--- config.mk ---
export PLATFORM = sky130hd
export DESIGN_NAME = htrl_prep_flat
export DESIGN_NICKNAME = d
export VERILOG_FILES = /design/src/rtl/htrl_pkg.sv /design/src/rtl/htrl_if.sv /design/src/rtl/htrl_prep.sv /design/src/flat_wrapper.sv
export SDC_FILE = /design/constraint.sdc
export NUM_CORES = 1
export LEC_CHECK = 0
export ABC_CLOCK_PERIOD_IN_PS = 3600
export BUFFER_PORTS_ARGS = -buffer_cell sky130_fd_sc_hd__buf_4
export CAP_MARGIN = 20
export CELL_PAD_IN_SITES_DETAIL_PLACEMENT = 0
export CELL_PAD_IN_SITES_GLOBAL_PLACEMENT = 1
export CORE_AREA = 3 3 129 131
export DETAILED_ROUTE_END_ITERATION = 8
export DIE_AREA = 0 0 132 134
export PLACE_DENSITY_LB_ADDON = 0.1
export SYNTH_ARGS = -nofsm -noshare
export SYNTH_HDL_FRONTEND = slang
export SYNTH_SLANG_ARGS = --single-unit
--- constraint.sdc ---
create_clock -name clk -period 3.6 [get_ports clk]
set_clock_uncertainty 0.15 [all_clocks]
set_input_delay 0.72 -clock clk [delete_from_list [all_inputs] [get_ports clk]]
set_output_delay 0.72 -clock clk [all_outputs]
set_load 0.005 [all_outputs]
--- src/rtl/htrl_pkg.sv ---
package htrl_pkg;

	// Default sizes for the top-level parameters.
	localparam int ANGLE_BITS_DEF    = 16;
	localparam int COORD_BITS_DEF    = 16;
	localparam int CORDIC_STAGES_DEF = 16;

	// Coordinate differences are shifted up by this many fraction bits before the CORDIC.
	localparam int GUARD_BITS = 24;

	// Width and reset value of the turn step register.
	localparam int               STEP_BITS  = 15;
	localparam logic [STEP_BITS-1:0] STEP_RESET = 15'd1024;

	// Half a turn in the 32-bit angle accumulator.
	localparam logic [31:0] TURN_HALF = 32'h8000_0000;

	// Side-band flags that travel with each transaction through the CORDIC chain.
	typedef struct packed {
		logic bypass;  // Aim heading comes straight from desired_angle.
		logic zero;    // Target equals position.
	} htrl_mode_t;

	// atan(2^-i) as a fraction of a full turn, scaled by 2^32 and rounded.
	function automatic logic [31:0] htrl_atan(input logic [4:0] idx);
		logic [31:0] val;
		case (idx)
			5'd0:    val = 32'h2000_0000;
			5'd1:    val = 32'h12E4_051E;
			5'd2:    val = 32'h09FB_385B;
			5'd3:    val = 32'h0511_11D4;
			5'd4:    val = 32'h028B_0D43;
			5'd5:    val = 32'h0145_D7E1;
			5'd6:    val = 32'h00A2_F61E;
			5'd7:    val = 32'h0051_7C55;
			5'd8:    val = 32'h0028_BE53;
			5'd9:    val = 32'h0014_5F2F;
			5'd10:   val = 32'h000A_2F98;
			5'd11:   val = 32'h0005_17CC;
			5'd12:   val = 32'h0002_8BE6;
			5'd13:   val = 32'h0001_45F3;
			5'd14:   val = 32'h0000_A2FA;
			5'd15:   val = 32'h0000_517D;
			5'd16:   val = 32'h0000_28BE;
			5'd17:   val = 32'h0000_145F;
			5'd18:   val = 32'h0000_0A30;
			5'd19:   val = 32'h0000_0518;
			5'd20:   val = 32'h0000_028C;
			5'd21:   val = 32'h0000_0146;
			5'd22:   val = 32'h0000_00A3;
			5'd23:   val = 32'h0000_0051;
			5'd24:   val = 32'h0000_0029;
			5'd25:   val = 32'h0000_0014;
			5'd26:   val = 32'h0000_000A;
			5'd27:   val = 32'h0000_0005;
			5'd28:   val = 32'h0000_0003;
			5'd29:   val = 32'h0000_0001;
			5'd30:   val = 32'h0000_0001;
			default: val = 32'h0000_0000;
		endcase
		return val;
	endfunction

endpackage

--- src/rtl/htrl_if.sv ---
// Request channel: one heading query per transaction.
interface htrl_in_if #(
	parameter int ANGLE_BITS = 16,
	parameter int COORD_BITS = 16
);
	logic                         valid;
	logic                         ready;
	logic                         func;
	logic signed [COORD_BITS-1:0] pos_x;
	logic signed [COORD_BITS-1:0] pos_y;
	logic signed [COORD_BITS-1:0] target_x;
	logic signed [COORD_BITS-1:0] target_y;
	logic signed [ANGLE_BITS-1:0] current_angle;
	logic signed [ANGLE_BITS-1:0] desired_angle;

	modport source (
		output valid, func, pos_x, pos_y, target_x, target_y, current_angle, desired_angle,
		input  ready
	);
	modport sink (
		input  valid, func, pos_x, pos_y, target_x, target_y, current_angle, desired_angle,
		output ready
	);
endinterface


--- src/rtl/htrl_prep.sv ---
module htrl_prep #(
	parameter int ANGLE_BITS = htrl_pkg::ANGLE_BITS_DEF,
	parameter int COORD_BITS = htrl_pkg::COORD_BITS_DEF,
	parameter int W          = COORD_BITS + 1 + htrl_pkg::GUARD_BITS + 3,
	parameter int SIDE_W     = 2 * ANGLE_BITS + $bits(htrl_pkg::htrl_mode_t)
) (
	input  logic                clk,
	input  logic                arst_n,
	htrl_in_if.sink             req,
	output logic                dn_valid,
	input  logic                dn_ready,
	output logic signed [W-1:0] dn_x,
	output logic signed [W-1:0] dn_y,
	output logic [31:0]         dn_z,
	output logic [SIDE_W-1:0]   dn_side
);
	import htrl_pkg::*;

	logic signed [COORD_BITS:0] dx;
	logic signed [COORD_BITS:0] dy;
	logic signed [W-1:0]        x_ext;
	logic signed [W-1:0]        y_ext;
	logic signed [W-1:0]        x_pre;
	logic signed [W-1:0]        y_pre;
	logic [31:0]                z_pre;
	htrl_mode_t                 mode;
	logic                       en;
	logic                       valid_q;
	logic signed [W-1:0]        x_q;
	logic signed [W-1:0]        y_q;
	logic [31:0]                z_q;
	logic [SIDE_W-1:0]          side_q;

	// Exact differences, scaled up by the guard bits.
	always_comb begin
		dx    = $signed({req.target_x[COORD_BITS-1], req.target_x})
		      - $signed({req.pos_x[COORD_BITS-1], req.pos_x});
		dy    = $signed({req.target_y[COORD_BITS-1], req.target_y})
		      - $signed({req.pos_y[COORD_BITS-1], req.pos_y});
		x_ext = $signed({{(W - COORD_BITS - 1){dx[COORD_BITS]}}, dx}) <<< GUARD_BITS;
		y_ext = $signed({{(W - COORD_BITS - 1){dy[COORD_BITS]}}, dy}) <<< GUARD_BITS;
	end

	// A vector pointing left is turned by half a turn into the right half plane.
	always_comb begin
		if (dx[COORD_BITS]) begin
			x_pre = -x_ext;
			y_pre = -y_ext;
			z_pre = TURN_HALF;
		end else begin
			x_pre = x_ext;
			y_pre = y_ext;
			z_pre = '0;
		end
		mode.bypass = req.func;
		mode.zero   = (dx == '0) && (dy == '0);
	end

	// Input register stage.
	assign en        = !valid_q || dn_ready;
	assign req.ready = en;

	always_ff @(posedge clk or negedge arst_n) begin
		if (!arst_n) begin
			valid_q <= 1'b0;
		end else if (en) begin
			valid_q <= req.valid;
		end
	end

	always_ff @(posedge clk) begin
		if (en && req.valid) begin
			x_q    <= x_pre;
			y_q    <= y_pre;
			z_q    <= z_pre;
			side_q <= {mode, req.current_angle, req.desired_angle};
		end
	end

	assign dn_valid = valid_q;
	assign dn_x     = x_q;
	assign dn_y     = y_q;
	assign dn_z     = z_q;
	assign dn_side  = side_q;

endmodule

--- src/flat_wrapper.sv ---
// flat-port wrapper written by rule: the top's interface ports become plain ports
module htrl_prep_flat import htrl_pkg::*;
#(
	parameter int ANGLE_BITS = htrl_pkg::ANGLE_BITS_DEF,
	parameter int COORD_BITS = htrl_pkg::COORD_BITS_DEF,
	parameter int W          = COORD_BITS + 1 + htrl_pkg::GUARD_BITS + 3,
	parameter int SIDE_W     = 2 * ANGLE_BITS + $bits(htrl_pkg::htrl_mode_t)
)
  (clk, arst_n, dn_valid, dn_ready, dn_x, dn_y, dn_z, dn_side, req_valid, req_func, req_pos_x, req_pos_y, req_target_x, req_target_y, req_current_angle, req_desired_angle, req_ready);
  htrl_in_if #(.ANGLE_BITS(ANGLE_BITS), .COORD_BITS(COORD_BITS)) req_i ();
  input  logic clk;
  input  logic arst_n;
  output logic dn_valid;
  input  logic dn_ready;
  output logic signed [W-1:0] dn_x;
  output logic signed [W-1:0] dn_y;
  output logic [31:0] dn_z;
  output logic [SIDE_W-1:0] dn_side;
  input wire logic [$bits(req_i.valid)-1:0] req_valid;
  input wire logic [$bits(req_i.func)-1:0] req_func;
  input wire logic [$bits(req_i.pos_x)-1:0] req_pos_x;
  input wire logic [$bits(req_i.pos_y)-1:0] req_pos_y;
  input wire logic [$bits(req_i.target_x)-1:0] req_target_x;
  input wire logic [$bits(req_i.target_y)-1:0] req_target_y;
  input wire logic [$bits(req_i.current_angle)-1:0] req_current_angle;
  input wire logic [$bits(req_i.desired_angle)-1:0] req_desired_angle;
  output wire logic [$bits(req_i.ready)-1:0] req_ready;
  assign req_i.valid = req_valid;
  assign req_i.func = req_func;
  assign req_i.pos_x = req_pos_x;
  assign req_i.pos_y = req_pos_y;
  assign req_i.target_x = req_target_x;
  assign req_i.target_y = req_target_y;
  assign req_i.current_angle = req_current_angle;
  assign req_i.desired_angle = req_desired_angle;
  assign req_ready = req_i.ready;
  htrl_prep #(.ANGLE_BITS(ANGLE_BITS), .COORD_BITS(COORD_BITS), .W(W), .SIDE_W(SIDE_W)) u_core (.clk(clk), .arst_n(arst_n), .req(req_i), .dn_valid(dn_valid), .dn_ready(dn_ready), .dn_x(dn_x), .dn_y(dn_y), .dn_z(dn_z), .dn_side(dn_side));
endmodule
# ---- Yosys cells after proc, flatten, opt, wreduce, memory -nomap -nowiden
# Index checks and enable logic that the tools add are counted.
dict set report classes {
  n_addsub 4
  n_mux 3
  reduce_logical 6
}
# cell n
set op_table {}
lappend op_table {{negation 41 -> 44 bit} 2}
lappend op_table {{two-way mux 44 bit} 1}
lappend op_table {{two-way mux 40 bit} 1}
lappend op_table {{logical NOT 17 bit} 2}
lappend op_table {{subtractor 16 x 16 -> 17 bit} 2}
lappend op_table {{two-way mux 32 bit} 1}
lappend op_table {{logical AND 1 bit} 2}
lappend op_table {{logical NOT 1 bit} 1}
lappend op_table {{logical OR 1 bit} 1}
dict set report word_totals {
  reg_bits 155
  input_bits 101
  out_inout_bits 156
  word_cells 20
}

# ---- Logic depth before layout (Yosys ltp)
# Gate-level depths: netlist of the first run.
dict set report depth {
  ltp_word 3
  ltp_mapped 14
  depth_no_buf 13
}

# ---- Worst setup path after synthesis of the first run
# No wires, ideal clock.
dict set report synth_path {
  kind {input -> register}
  start {input req_target_x[0]}
  end {register u_core.x_q[40] (netlist: u_core.dn_x[40]), data pin}
  setup_time_ps 255
  arrival_ps 3428
  required_time_ps 3195
  path_slack_ps -233
  path_stages 12
  n_path_buf 0
  path_cell_list {inv_1 -> ha_1 -> fa_1 -> nor2b_4 -> o211ai_1 -> and4b_2 -> a2111oi_4 -> nand4_1 -> or4_4 -> nor3_1 -> ha_1 -> and2_1}
}
dict set report synth_between {
  elab_chain_cells 2
}
# item line
set synth_lines {}
lappend synth_lines {{start, declared} flat_wrapper.sv:23} ;# input wire logic [$bits(req_i.target_x)-1:0] req_target_x;
lappend synth_lines {{subtractor 16 x 16 -> 17 bit (*)} htrl_prep.sv:37} ;# - $signed({req.pos_x[COORD_BITS-1], req.pos_x});
lappend synth_lines {{negation 41 -> 44 bit} htrl_prep.sv:47} ;# x_pre = -x_ext;
lappend synth_lines {{end signal, assigned} htrl_prep.sv:73} ;# x_q <= x_pre;
lappend synth_lines {{end, declared} htrl_prep.sv:29} ;# logic signed [W-1:0] x_q;
# Mark *: on every way between the ends. The rest lies on a longest branch, timed or not.
# A chain may end at the register's enable or synchronous reset.

# ---- Final worst setup path of the first run
dict set report layout_path {
  start {input req_target_x[4]}
  end {register u_core.x_q[40] (netlist: u_core.dn_x[40]), data pin}
}
# Same word-level chain as after synthesis.

==> impl_metrics.env, run 1 <==
export IMPL_nets=918
export IMPL_grt_pass1_vias=4103
export IMPL_start_util_pct=34.6
export IMPL_relSlewSlack_pct=61.2
export IMPL_power_frac_clock_pct=29.1
export IMPL_drive_gt1_share_pct=36.9
export IMPL_vias=4450
export IMPL_ys_flop_type="edfxtp_1"
export IMPL_syn_area_per_cell_um2=10.3
export IMPL_crit_required_ps=3540
export IMPL_fin_total_pwr_w=0.00308
export IMPL_internal_power_w=0.00221
export IMPL_ant_nets=0
export IMPL_wl_um=13400
export IMPL_cellLeakagePower_nw=3.49
export IMPL_ir_drop_uv=254
export IMPL_route_detailed_drc=0
export IMPL_h_tree_depth=3
export IMPL_drtIter0Drc=193
export IMPL_gr_total_overflow=0
export IMPL_die_y_um=134
export IMPL_antenna_found_initial=0
export IMPL_period_needed_ps=3420
export IMPL_rows=46
export IMPL_ys_warnings_count=0
export IMPL_final_util_pct=48.3
export IMPL_clock_latency_ps=330
export IMPL_critical_path_top_delay_family="simple AND/OR/NAND/NOR gates"
export IMPL_hpwl_um=11000
export IMPL_worst_setup_path_start_kind="input port"
export IMPL_ios=257
export IMPL_core_area_um2=15700
export IMPL_seq_area_um2=2280
export IMPL_crit_chain="buf_4, ha_1, o211ai_1, a211oi_1, o31a_1, nor2_1, xnor2_1, or4_4, nor3_2, ha_1, and2_1"
export IMPL_nFillCells=1460
export IMPL_pwr_share_seq_pct=37.0
export IMPL_swShare_pct=28.3
export IMPL_synth_edf_count=75
export IMPL_tightest_slew_ps=582
export IMPL_die_area_um2=17700
export IMPL_combPwrFrac_pct=33.8
export IMPL_cts_tree="yes"
export IMPL_synth_seq_cells=76
export IMPL_path_max_fanout=6
export IMPL_crit_path_end_kind="flip-flop"
export IMPL_setup_tns_ps=0
export IMPL_multi_input_area_um2=2700
export IMPL_track_usage_pct=14.4
export IMPL_port_buffers=177
export IMPL_cap_violations=0
export IMPL_grt_max_degree=42
export IMPL_cp_common_cell="ha_1"
export IMPL_fmax_mhz=292
export IMPL_yosysUniqueCellTypes=66
export IMPL_die_width_um=132
export IMPL_final_max_slew_violation_count=0
export IMPL_power_density_nw_per_um2=406
export IMPL_path_buf_inv=1
export IMPL_critPathSlowestCell="or4_4"
export IMPL_cts_made_buffers=9
export IMPL_grt_pass1_wl_um=20400
export IMPL_outcome="finished, final reports clean"
export IMPL_period_share_pct=95.1
export IMPL_rsz0062_at_grt="false"
export IMPL_synth_area_um2=5430
export IMPL_setup_viol=0
export IMPL_hold_viol=0
export IMPL_p_switching_w=0.000873
export IMPL_cpPeakStageDelay_ps=580
export IMPL_netlist_instances=527
export IMPL_ys_seq_area_share_pct=41.9
export IMPL_path_clk_slew_ps=50
export IMPL_antenna_cells=0
export IMPL_dr_pass1_iters=4
export IMPL_cts_sinks=76
export IMPL_critPathArrivalTime_ps=3360
export IMPL_synthArstFlopShare_pct=1.32
export IMPL_gp_congestion=0.846
export IMPL_hold_path_class="flip-flop to flip-flop"
export IMPL_path_class="input port to flip-flop"
export IMPL_wl_per_cell_um=13.4
export IMPL_ctsRootBufferMaster="clkbuf_16"
export IMPL_clock_path_buffers=2
export IMPL_avgViaCountPerCell=4.45
export IMPL_area_growth_pct=39.7
[cell usage in the layout (no fill, tap or decap), types with 9 or more instances in the layout]
| master | Yosys | final |
|---|---|---|
| o21ai_0 | 26 | 25 |
| xnor2_1 | 30 | 30 |
| ha_1 | 36 | 35 |
| xor2_1 | 15 | 15 |
| nor3_1 | 11 | 9 |
| nand2_1 | 34 | 34 |
| buf_4 | 80 | 246 |
| nor2_1 | 23 | 23 |
| conb_1 | 1 | 82 |
| edfxtp_1 | 75 | 75 |
| clkbuf_16 | 0 | 9 |
| a21oi_1 | 20 | 20 |
| inv_1 | 46 | 46 |
[cell usage after synthesis (3+ instances only)]
| cell | instances | share of area, % |
|---|---|---|
| a211oi_1 | 5 | 0.69 |
| o21ai_1 | 3 | 0.28 |
| a21oi_1 | 20 | 1.8 |
| inv_1 | 46 | 3.2 |
| a21o_1 | 6 | 0.83 |
| ha_1 | 36 | 8.3 |
| nor2_1 | 23 | 1.6 |
| nand4_1 | 3 | 0.35 |
| mux2i_1 | 3 | 0.55 |
| buf_2 | 4 | 0.37 |
| o211ai_1 | 5 | 0.69 |
| o31ai_1 | 5 | 0.69 |
| o21a_1 | 6 | 0.83 |
| edfxtp_1 | 75 | 41 |
| xnor2_1 | 30 | 4.8 |
| buf_4 | 80 | 11 |
| xor2_1 | 15 | 2.4 |
| nand2b_1 | 6 | 0.69 |
| a31oi_1 | 3 | 0.35 |
| nor3_1 | 11 | 1.0 |
| or3_1 | 4 | 0.46 |
| o21ai_0 | 26 | 2.4 |
| nor2b_1 | 4 | 0.46 |
| and2_1 | 9 | 1.0 |
| nand3_1 | 8 | 0.74 |
| nand2_1 | 34 | 2.3 |
| or4_1 | 5 | 0.69 |
| or2_2 | 4 | 0.46 |
[sequential cells by signal (all words and copies together) (netlist names)]
name	cells
u_core.dn_z	1
u_core.dn_y	20
u_core.dn_x	20
u_core.dn_side	34
u_core.dn_valid	1
[final cells by class]
type	instances	share of cell area (%)
repair buffers	248	24.7
flip-flops and latches	76	30.0
multi-input cells	398	35.5
clock buffers	12	3.25
inverters	46	2.28
well taps	216	3.56
clock inverters	4	0.660
[through the flow]
stage | setup WS, ps | area, um2 | instances | hold slack [ps]
final | 176 | 7590 | 1000 | 408
after global routing | 3.23 | 7590 | 1000 | 392
after CTS | 32.5 | 7550 | 1000 | 398
after detailed placement | -321 | 7240 | 983 | 347
after global placement | -227 | 7240 | 983 | 345
after floorplan | -1.44 | 5750 | 608 | 274
[path summary, 6_finish.rpt]
check                                start               to  slack, ps  cells after the start
max                        req_target_x[4]  u_core.dn_x[40]        180                     11
min                        u_core.dn_valid  u_core.dn_valid        410                      2
max reg2reg                u_core.dn_valid  u_core.dn_x[42]       1780                      3
min reg2reg                u_core.dn_valid  u_core.dn_valid        410                      2
max in group asynchronous           arst_n  u_core.dn_valid       2670                      2
min in group asynchronous           arst_n  u_core.dn_valid        550                      2
[worst register-to-register path: cells and delay by family (launching register included)]
family	cells	cell delay [ps]
buffers and inverters	1	300
and+or+nand+nor	2	660
DFF	1	370
[power by group through the flow]
stage | sequential, W | combinational (W) | clock, W
6_report | 0.00114 | 0.00104 | 0.000899
5_1_grt | 0.00115 | 0.00116 | 0.000966
4_1_cts | 0.00114 | 0.00105 | 0.000932
3_5_place_dp | 0.00116 | 0.00104 | 0
3_3_place_gp | 0.00116 | 0.00103 | 0
2_1_floorplan | 0.00117 | 0.000594 | 0
[logic make-up after synthesis]
kind of cell / after synthesis / synth area share (%)
simple gates: 121 / 11.5
flops: 76 / 41.9
buf+inv: 134 / 15.2
compound gates: 109 / 14.5
fa+ha+maj: 38 / 9.03
mux: 3 / 0.553
other cells: 1 / 0.0690
xor+xnor: 45 / 7.26
[repair_timing]
| action | in CTS | in global routing |
|---|---|---|
| setup endpoints to repair | 0 | 9 |
| gates resized for setup | 0 | 8 |
| hold buffers | 1 | 0 |
| setup buffers | 0 | 0 |
| hold endpoints to repair | 1 | 0 |
[per-layer routing]
metal  global-route usage (%)  vias to the layer above  wire length (um)
met4                     4.84                        0               190
li1                         -                     2220                 -
met3                     4.01                       14              1210
met1                     18.3                     2004              5970
met5                        0                        -                 0
met2                     23.8                      212              6030
(Power assumes the default switching activity.)
==> run 2: changes to the inputs <==
--- a/config.mk
+++ b/config.mk
@@ -8,12 +8,10 @@
 export ABC_CLOCK_PERIOD_IN_PS = 3600
 export BUFFER_PORTS_ARGS = -buffer_cell sky130_fd_sc_hd__buf_4
 export CAP_MARGIN = 20
-export CELL_PAD_IN_SITES_DETAIL_PLACEMENT = 0
-export CELL_PAD_IN_SITES_GLOBAL_PLACEMENT = 1
 export CORE_AREA = 3 3 129 131
+export CTS_BUF_LIST = sky130_fd_sc_hd__clkbuf_8
 export DETAILED_ROUTE_END_ITERATION = 8
 export DIE_AREA = 0 0 132 134
-export PLACE_DENSITY_LB_ADDON = 0.1
 export SYNTH_ARGS = -nofsm -noshare
 export SYNTH_HDL_FRONTEND = slang
 export SYNTH_SLANG_ARGS = --single-unit
==> run 2 against run 1 <==
  * Final area is 2.1% lower
  * Sequential share of layout area is 0.64 points higher
  * Cell count is 0.50% lower
  * Setup slack better by 13 ps
  * Non-clock buffer count is 5 lower
  * Clock power is 32% lower
  * Largest cell class unchanged
  * Core utilization is 1.0 points lower
  * Power is 9.3% lower
  * Global-route usage is 0.37 points higher
  * Worst hold slack worse by 5.0 ps
  * Critical path depth is 1 higher
==> impl_metrics.env, run 2 (synthesized netlist as in run 1, its figures left out) <==
export IMPL_tightest_slew_ps=976
export IMPL_antenna_cells=0
export IMPL_crit_required_ps=3530
export IMPL_fin_total_pwr_w=0.00280
export IMPL_antenna_found_initial=0
export IMPL_setup_ws_ps=189
export IMPL_crit_path_end_kind="flip-flop"
export IMPL_rsz0062_at_grt="false"
export IMPL_h_tree_depth=3
export IMPL_grt_max_degree=76
export IMPL_path_class="input port to flip-flop"
export IMPL_ctsRootBufferMaster="clkbuf_8"
export IMPL_area_growth_pct=36.8
export IMPL_path_clk_slew_ps=70
export IMPL_grt_pass1_wl_um=21400
export IMPL_period_needed_ps=3410
export IMPL_port_buffers=177
export IMPL_power_frac_clock_pct=21.7
export IMPL_r2r_slack_ps=1730
export IMPL_hold_viol=0
export IMPL_pwr_share_seq_pct=40.7
export IMPL_nFillCells=1534
export IMPL_rows=46
export IMPL_dpl_cell_area_um2=7200
export IMPL_internal_power_w=0.00196
export IMPL_gr_total_overflow=0
export IMPL_whs_path_depth=2
export IMPL_hpwl_um=11100
export IMPL_avgViaCountPerCell=4.44
export IMPL_cap_violations=0
export IMPL_holdPathEnd="u_core.dn_valid"
export IMPL_path_max_fanout=3
export IMPL_drive_gt1_share_pct=36.5
export IMPL_dp_slack_ps=-206
export IMPL_final_area_um2=7430
export IMPL_core_area_um2=15700
export IMPL_ios=257
export IMPL_drtIter0Drc=223
export IMPL_outcome="finished, final reports clean"
export IMPL_ir_drop_uv=140
export IMPL_regToRegStartpoint="u_core.dn_valid"
export IMPL_track_usage_pct=14.8
export IMPL_wl_um=13400
export IMPL_clock_latency_ps=330
export IMPL_cellLeakagePower_nw=3.42
export IMPL_cts_sinks=76
export IMPL_ant_nets=0
export IMPL_route_detailed_drc=0
export IMPL_power_density_nw_per_um2=376
export IMPL_final_max_slew_violation_count=0
export IMPL_wl_per_cell_um=13.4
export IMPL_largest_register_ffs=34
export IMPL_relSlewSlack_pct=34.9
export IMPL_worst_setup_path_start_kind="input port"
export IMPL_cts_tree="yes"
export IMPL_gp_congestion=0.843
export IMPL_p_switching_w=0.000835
export IMPL_dr_pass1_iters=5
export IMPL_vias=4414
export IMPL_cts_made_buffers=9
export IMPL_critPathArrivalTime_ps=3340
export IMPL_hold_path_class="flip-flop to flip-flop"
export IMPL_fmax_mhz=293
export IMPL_die_y_um=134
export IMPL_min_from="u_core.dn_valid"
export IMPL_nets=913
export IMPL_combPwrFrac_pct=37.5
export IMPL_clock_path_buffers=2
export IMPL_mostFrequentLayoutCell="buf_4"
export IMPL_period_share_pct=94.7
export IMPL_r2r_end="u_core.dn_side[19]"
export IMPL_swShare_pct=29.8
export IMPL_layout_common_cells="buf_4 (241), conb_1 (82), edfxtp_1 (75), inv_1 (49), ha_1 (35)"
export IMPL_setup_viol=0
export IMPL_grt_pass1_vias=4233
export IMPL_die_area_um2=17700
export IMPL_r2r_cells=2
export IMPL_die_width_um=132
export IMPL_start_util_pct=34.6
-- run 2: cell count changes in the layout (fill, tap and decap cells not counted), sizes merged --
cell    delta
inv        +3
clkbuf     -3
buf        -5
-- run 2: stage by stage --
step	cells	TNS, ps	hold WS (ps)	util, %
4_1_cts	995	0	380	47.1
3_5_place_dp	978	-1510	347	45.8
6_report	995	0	403	47.3
5_1_grt	995	0	375	47.3
2_1_floorplan	608	-1.44	274	-
3_3_place_gp	978	-812	345	45.8
-- run 2: routing by layer --
metal,track usage [%],up-vias,routed length (um)
met5,0,-,0
met4,4.84,0,225
met3,3.49,16,1220
met2,23.3,223,5930
met1,20.1,1963,5990
li1,-,2212,-
-- run 2: layout make-up --
type	instances	area [um2]	share of cell area, %
Inverter	46	173	2.32
Timing Repair Buffer	243	1840	24.8
Clock inverter	7	61.3	0.825
Clock buffer	9	124	1.67
Multi-Input combinational cell	398	2690	36.2
Sequential cell	76	2280	30.6
Tap cell	216	270	3.64
-- run 2: what timing repair did --
| item | 4_1_cts | 5_1_grt |
|---|---|---|
| hold buffers | 1 | 0 |
| setup buffers | 0 | 0 |
| gates resized for setup | 0 | 8 |
| setup endpoints to repair | 0 | 7 |
| endpoints found under the hold margin | 1 | 0 |
-- run 2: how the worst max path moves through the flow --
stage | endpoint | slack (ps) | cells past startpoint | start
global route | u_core.dn_y[40] | 10 | 12 | req_target_y[4]
detailed placement | u_core.dn_y[40] | -210 | 14 | req_target_y[0]
global placement | u_core.dn_y[40] | -120 | 15 | req_target_y[0]
floorplan | u_core.dn_x[40] | -1 | 12 | req_target_x[0]
CTS | u_core.dn_y[40] | 150 | 14 | req_target_y[0]
finish | u_core.dn_x[38] | 190 | 12 | req_pos_x[0]
-- run 2: power by group through the flow --
stage	Combinational, W	Clock [W]	Sequential [W]
floorplan	0.000594	0	0.00117
global placement	0.00103	0	0.00116
detailed placement	0.00104	0	0.00116
CTS	0.00105	0.000631	0.00114
global route	0.00116	0.000670	0.00115
finish	0.00105	0.000608	0.00114
-- run 2: worst max-delay path, cell delays in order --
cell and delay [ps]:
buf_4 110, ha_2 190, fa_2 390, nor2b_4 150, o211ai_1 110, and4b_2 250
a2111oi_4 220, nand4_1 170, or4_4 560, buf_4 160, o31ai_4 230, xor2_1 90
==> run 3: changes to the inputs <==
--- a/config.mk
+++ b/config.mk
@@ -9,9 +9,9 @@
 export BUFFER_PORTS_ARGS = -buffer_cell sky130_fd_sc_hd__buf_4
 export CAP_MARGIN = 20
 export CORE_AREA = 3 3 129 131
-export CTS_BUF_LIST = sky130_fd_sc_hd__clkbuf_8
 export DETAILED_ROUTE_END_ITERATION = 8
 export DIE_AREA = 0 0 132 134
+export PLACE_DENSITY = 0.6
 export SYNTH_ARGS = -nofsm -noshare
 export SYNTH_HDL_FRONTEND = slang
 export SYNTH_SLANG_ARGS = --single-unit
==> constraint.sdc (replaced) <==
create_clock -name clk -period 3.6 [get_ports clk]
set_clock_uncertainty 0.15 [all_clocks]
set_input_delay 0.72 -clock clk [delete_from_list [all_inputs] [get_ports clk]]
set_output_delay 0.72 -clock clk [all_outputs]
set_load 0.05 [all_outputs]
==> run 3 against run 2 <==
  * Setup slack got worse by 71 ps
  * Critical path type unchanged
  * Highest routed layer unchanged
  * Wire length rose by 1.1%
  * Sequential cell count did not move
  * Largest cell class unchanged
  * Largest power group is now combinational logic
==> impl_metrics.env, run 3 (synthesized netlist as in run 1, its figures left out) <==
export IMPL_tightest_slew_ps=970
export IMPL_path_buf_inv=2
export IMPL_clock_latency_ps=330
export IMPL_fmax_mhz=287
export IMPL_clock_path_buffers=2
export IMPL_port_buffers=177
export IMPL_hold_viol=0
export IMPL_grt_pass1_vias=4293
export IMPL_hpwl_um=11200
export IMPL_swShare_pct=37.8
export IMPL_setup_tns_ps=0
export IMPL_core_area_um2=15700
export IMPL_largest_register_ffs=34
export IMPL_met3_wirelength_um=1310
export IMPL_setup_viol=0
export IMPL_ant_nets=0
export IMPL_final_area_um2=7510
export IMPL_grt_max_degree=76
export IMPL_hold_path_class="flip-flop to flip-flop"
export IMPL_final_max_slew_violation_count=0
export IMPL_wl_per_cell_um=13.6
export IMPL_antenna_cells=0
export IMPL_power_frac_clock_pct=23.7
export IMPL_internal_power_w=0.00216
export IMPL_gp_congestion=0.855
export IMPL_vias=4479
export IMPL_outcome="finished, final reports clean"
export IMPL_path_max_fanout=3
export IMPL_nets=913
export IMPL_cts_made_buffers=9
export IMPL_period_share_pct=96.7
export IMPL_path_class="input port to flip-flop"
export IMPL_final_util_pct=47.8
export IMPL_seq_area_um2=2280
export IMPL_top_layer_used="met4"
export IMPL_ios=257
export IMPL_track_usage_pct=14.7
export IMPL_p_switching_w=0.00131
export IMPL_ctsRootBufferMaster="clkbuf_16"
export IMPL_pwr_share_seq_pct=32.9
export IMPL_cpPeakStageDelay_ps=590
export IMPL_drtIter0Drc=146
export IMPL_critPathSlowestCell="or4_4"
export IMPL_cap_violations=0
export IMPL_crit_chain="buf_4, inv_1, ha_2, fa_2, nor2b_4, o21a_1, or4_1, o22ai_2, nand4_1, or4_4, nor3_2, ha_1, and2_1"
export IMPL_dr_wl_met2_um=5910
export IMPL_multi_input_area_um2=2670
export IMPL_crit_required_ps=3540
export IMPL_gr_total_overflow=0
export IMPL_worst_setup_path_start_kind="input port"
export IMPL_drt_met1_wl_um=6070
export IMPL_dpl_cell_area_um2=7200
export IMPL_power_density_nw_per_um2=463
export IMPL_die_area_um2=17700
export IMPL_grt_pass1_wl_um=21200
export IMPL_layout_common_cells="buf_4 (241), conb_1 (82), edfxtp_1 (75), inv_1 (46), ha_1 (35)"
export IMPL_period_needed_ps=3480
export IMPL_dp_cells=977
export IMPL_avgViaCountPerCell=4.50
export IMPL_path_clk_slew_ps=60
export IMPL_area_growth_pct=38.2
export IMPL_rows=46
export IMPL_cellLeakagePower_nw=3.47
export IMPL_rsz0062_at_grt="true"
export IMPL_route_detailed_drc=0
export IMPL_antenna_found_initial=0
export IMPL_wl_um=13500
export IMPL_mostFrequentLayoutCell="buf_4"
export IMPL_h_tree_depth=3
export IMPL_nFillCells=1475
export IMPL_cts_tree="yes"
export IMPL_dr_pass1_iters=5
export IMPL_relSlewSlack_pct=35.3
export IMPL_critical_path_top_delay_family="simple AND/OR/NAND/NOR gates"
export IMPL_critPathArrivalTime_ps=3420
export IMPL_die_y_um=134
export IMPL_crit_path_end_kind="flip-flop"
export IMPL_drive_gt1_share_pct=36.2
export IMPL_stdcell_count=995
export IMPL_combPwrFrac_pct=43.4
export IMPL_die_width_um=132
export IMPL_cts_sinks=76
export IMPL_start_util_pct=34.6
export IMPL_ir_drop_uv=204
[run 3: cell count changes in the layout (fill, tap and decap cells not counted), moves of 2 or more]
| cell | previous run | this run |
|---|---|---|
| clkinvlp_4 | 2 | 0 |
| inv_1 | 49 | 46 |
| clkinv_2 | 1 | 3 |
| clkbuf_16 | 0 | 9 |
| clkbuf_8 | 9 | 2 |
[run 3: repair_timing]
item,in CTS,in global routing
setup endpoints to repair,0,7
gates resized for setup,0,3
buffers inserted,0,1
endpoints found under the hold margin,1,0
hold buffers,1,0
[run 3: tightest hold or removal path, delay by kind of cell, from the launching register on]
family | cells | cell delay, ps
DFF | 1 | 340
and+or+nand+nor | 2 | 180
[run 3: final timing paths]
kind                                       from               to  slack [ps]  depth (start not counted)
worst max register to register  u_core.dn_valid  u_core.dn_y[39]        1720                          2
worst max-delay path            req_target_x[0]  u_core.dn_x[40]         120                         13
worst min register to register  u_core.dn_valid  u_core.dn_valid         410                          2
worst min-delay path            u_core.dn_valid  u_core.dn_valid         410                          2
min in group asynchronous                arst_n  u_core.dn_valid         570                          2
max in group asynchronous                arst_n  u_core.dn_valid        2650                          2
[run 3: layer usage]
metal	vias up	global-route usage, %
met4	0	5.25
li1	2215	-
met5	-	0
met3	16	4.05
met2	230	23.1
met1	2018	19.5
[run 3: layout make-up]
cell class / instances / share of cell area [%]
clock buffers: 12 / 3.42
clock inverters: 4 / 0.317
inverters: 46 / 2.30
multi-input cells: 398 / 35.5
flip-flops and latches: 76 / 30.3
well taps: 216 / 3.60
repair buffers: 243 / 24.5
[run 3: through the flow]
| stage | hold WS (ps) | total power (W) | worst slack, ps |
|---|---|---|---|
| final | 405 | 0.00347 | 118 |
| after global placement | 349 | 0.00265 | -118 |
| after floorplan | 274 | 0.00223 | -1.44 |
| after detailed placement | 349 | 0.00266 | -216 |
| after global routing | 396 | 0.00366 | -9.54 |
| after CTS | 399 | 0.00350 | 125 |
[run 3: power by group through the flow]
stage	combinational, W	clock (W)	sequential [W]
4_1_cts	0.00151	0.000852	0.00114
6_report	0.00151	0.000825	0.00114
3_3_place_gp	0.00149	0	0.00116
2_1_floorplan	0.000762	0	0.00147
3_5_place_dp	0.00150	0	0.00116
5_1_grt	0.00162	0.000891	0.00115
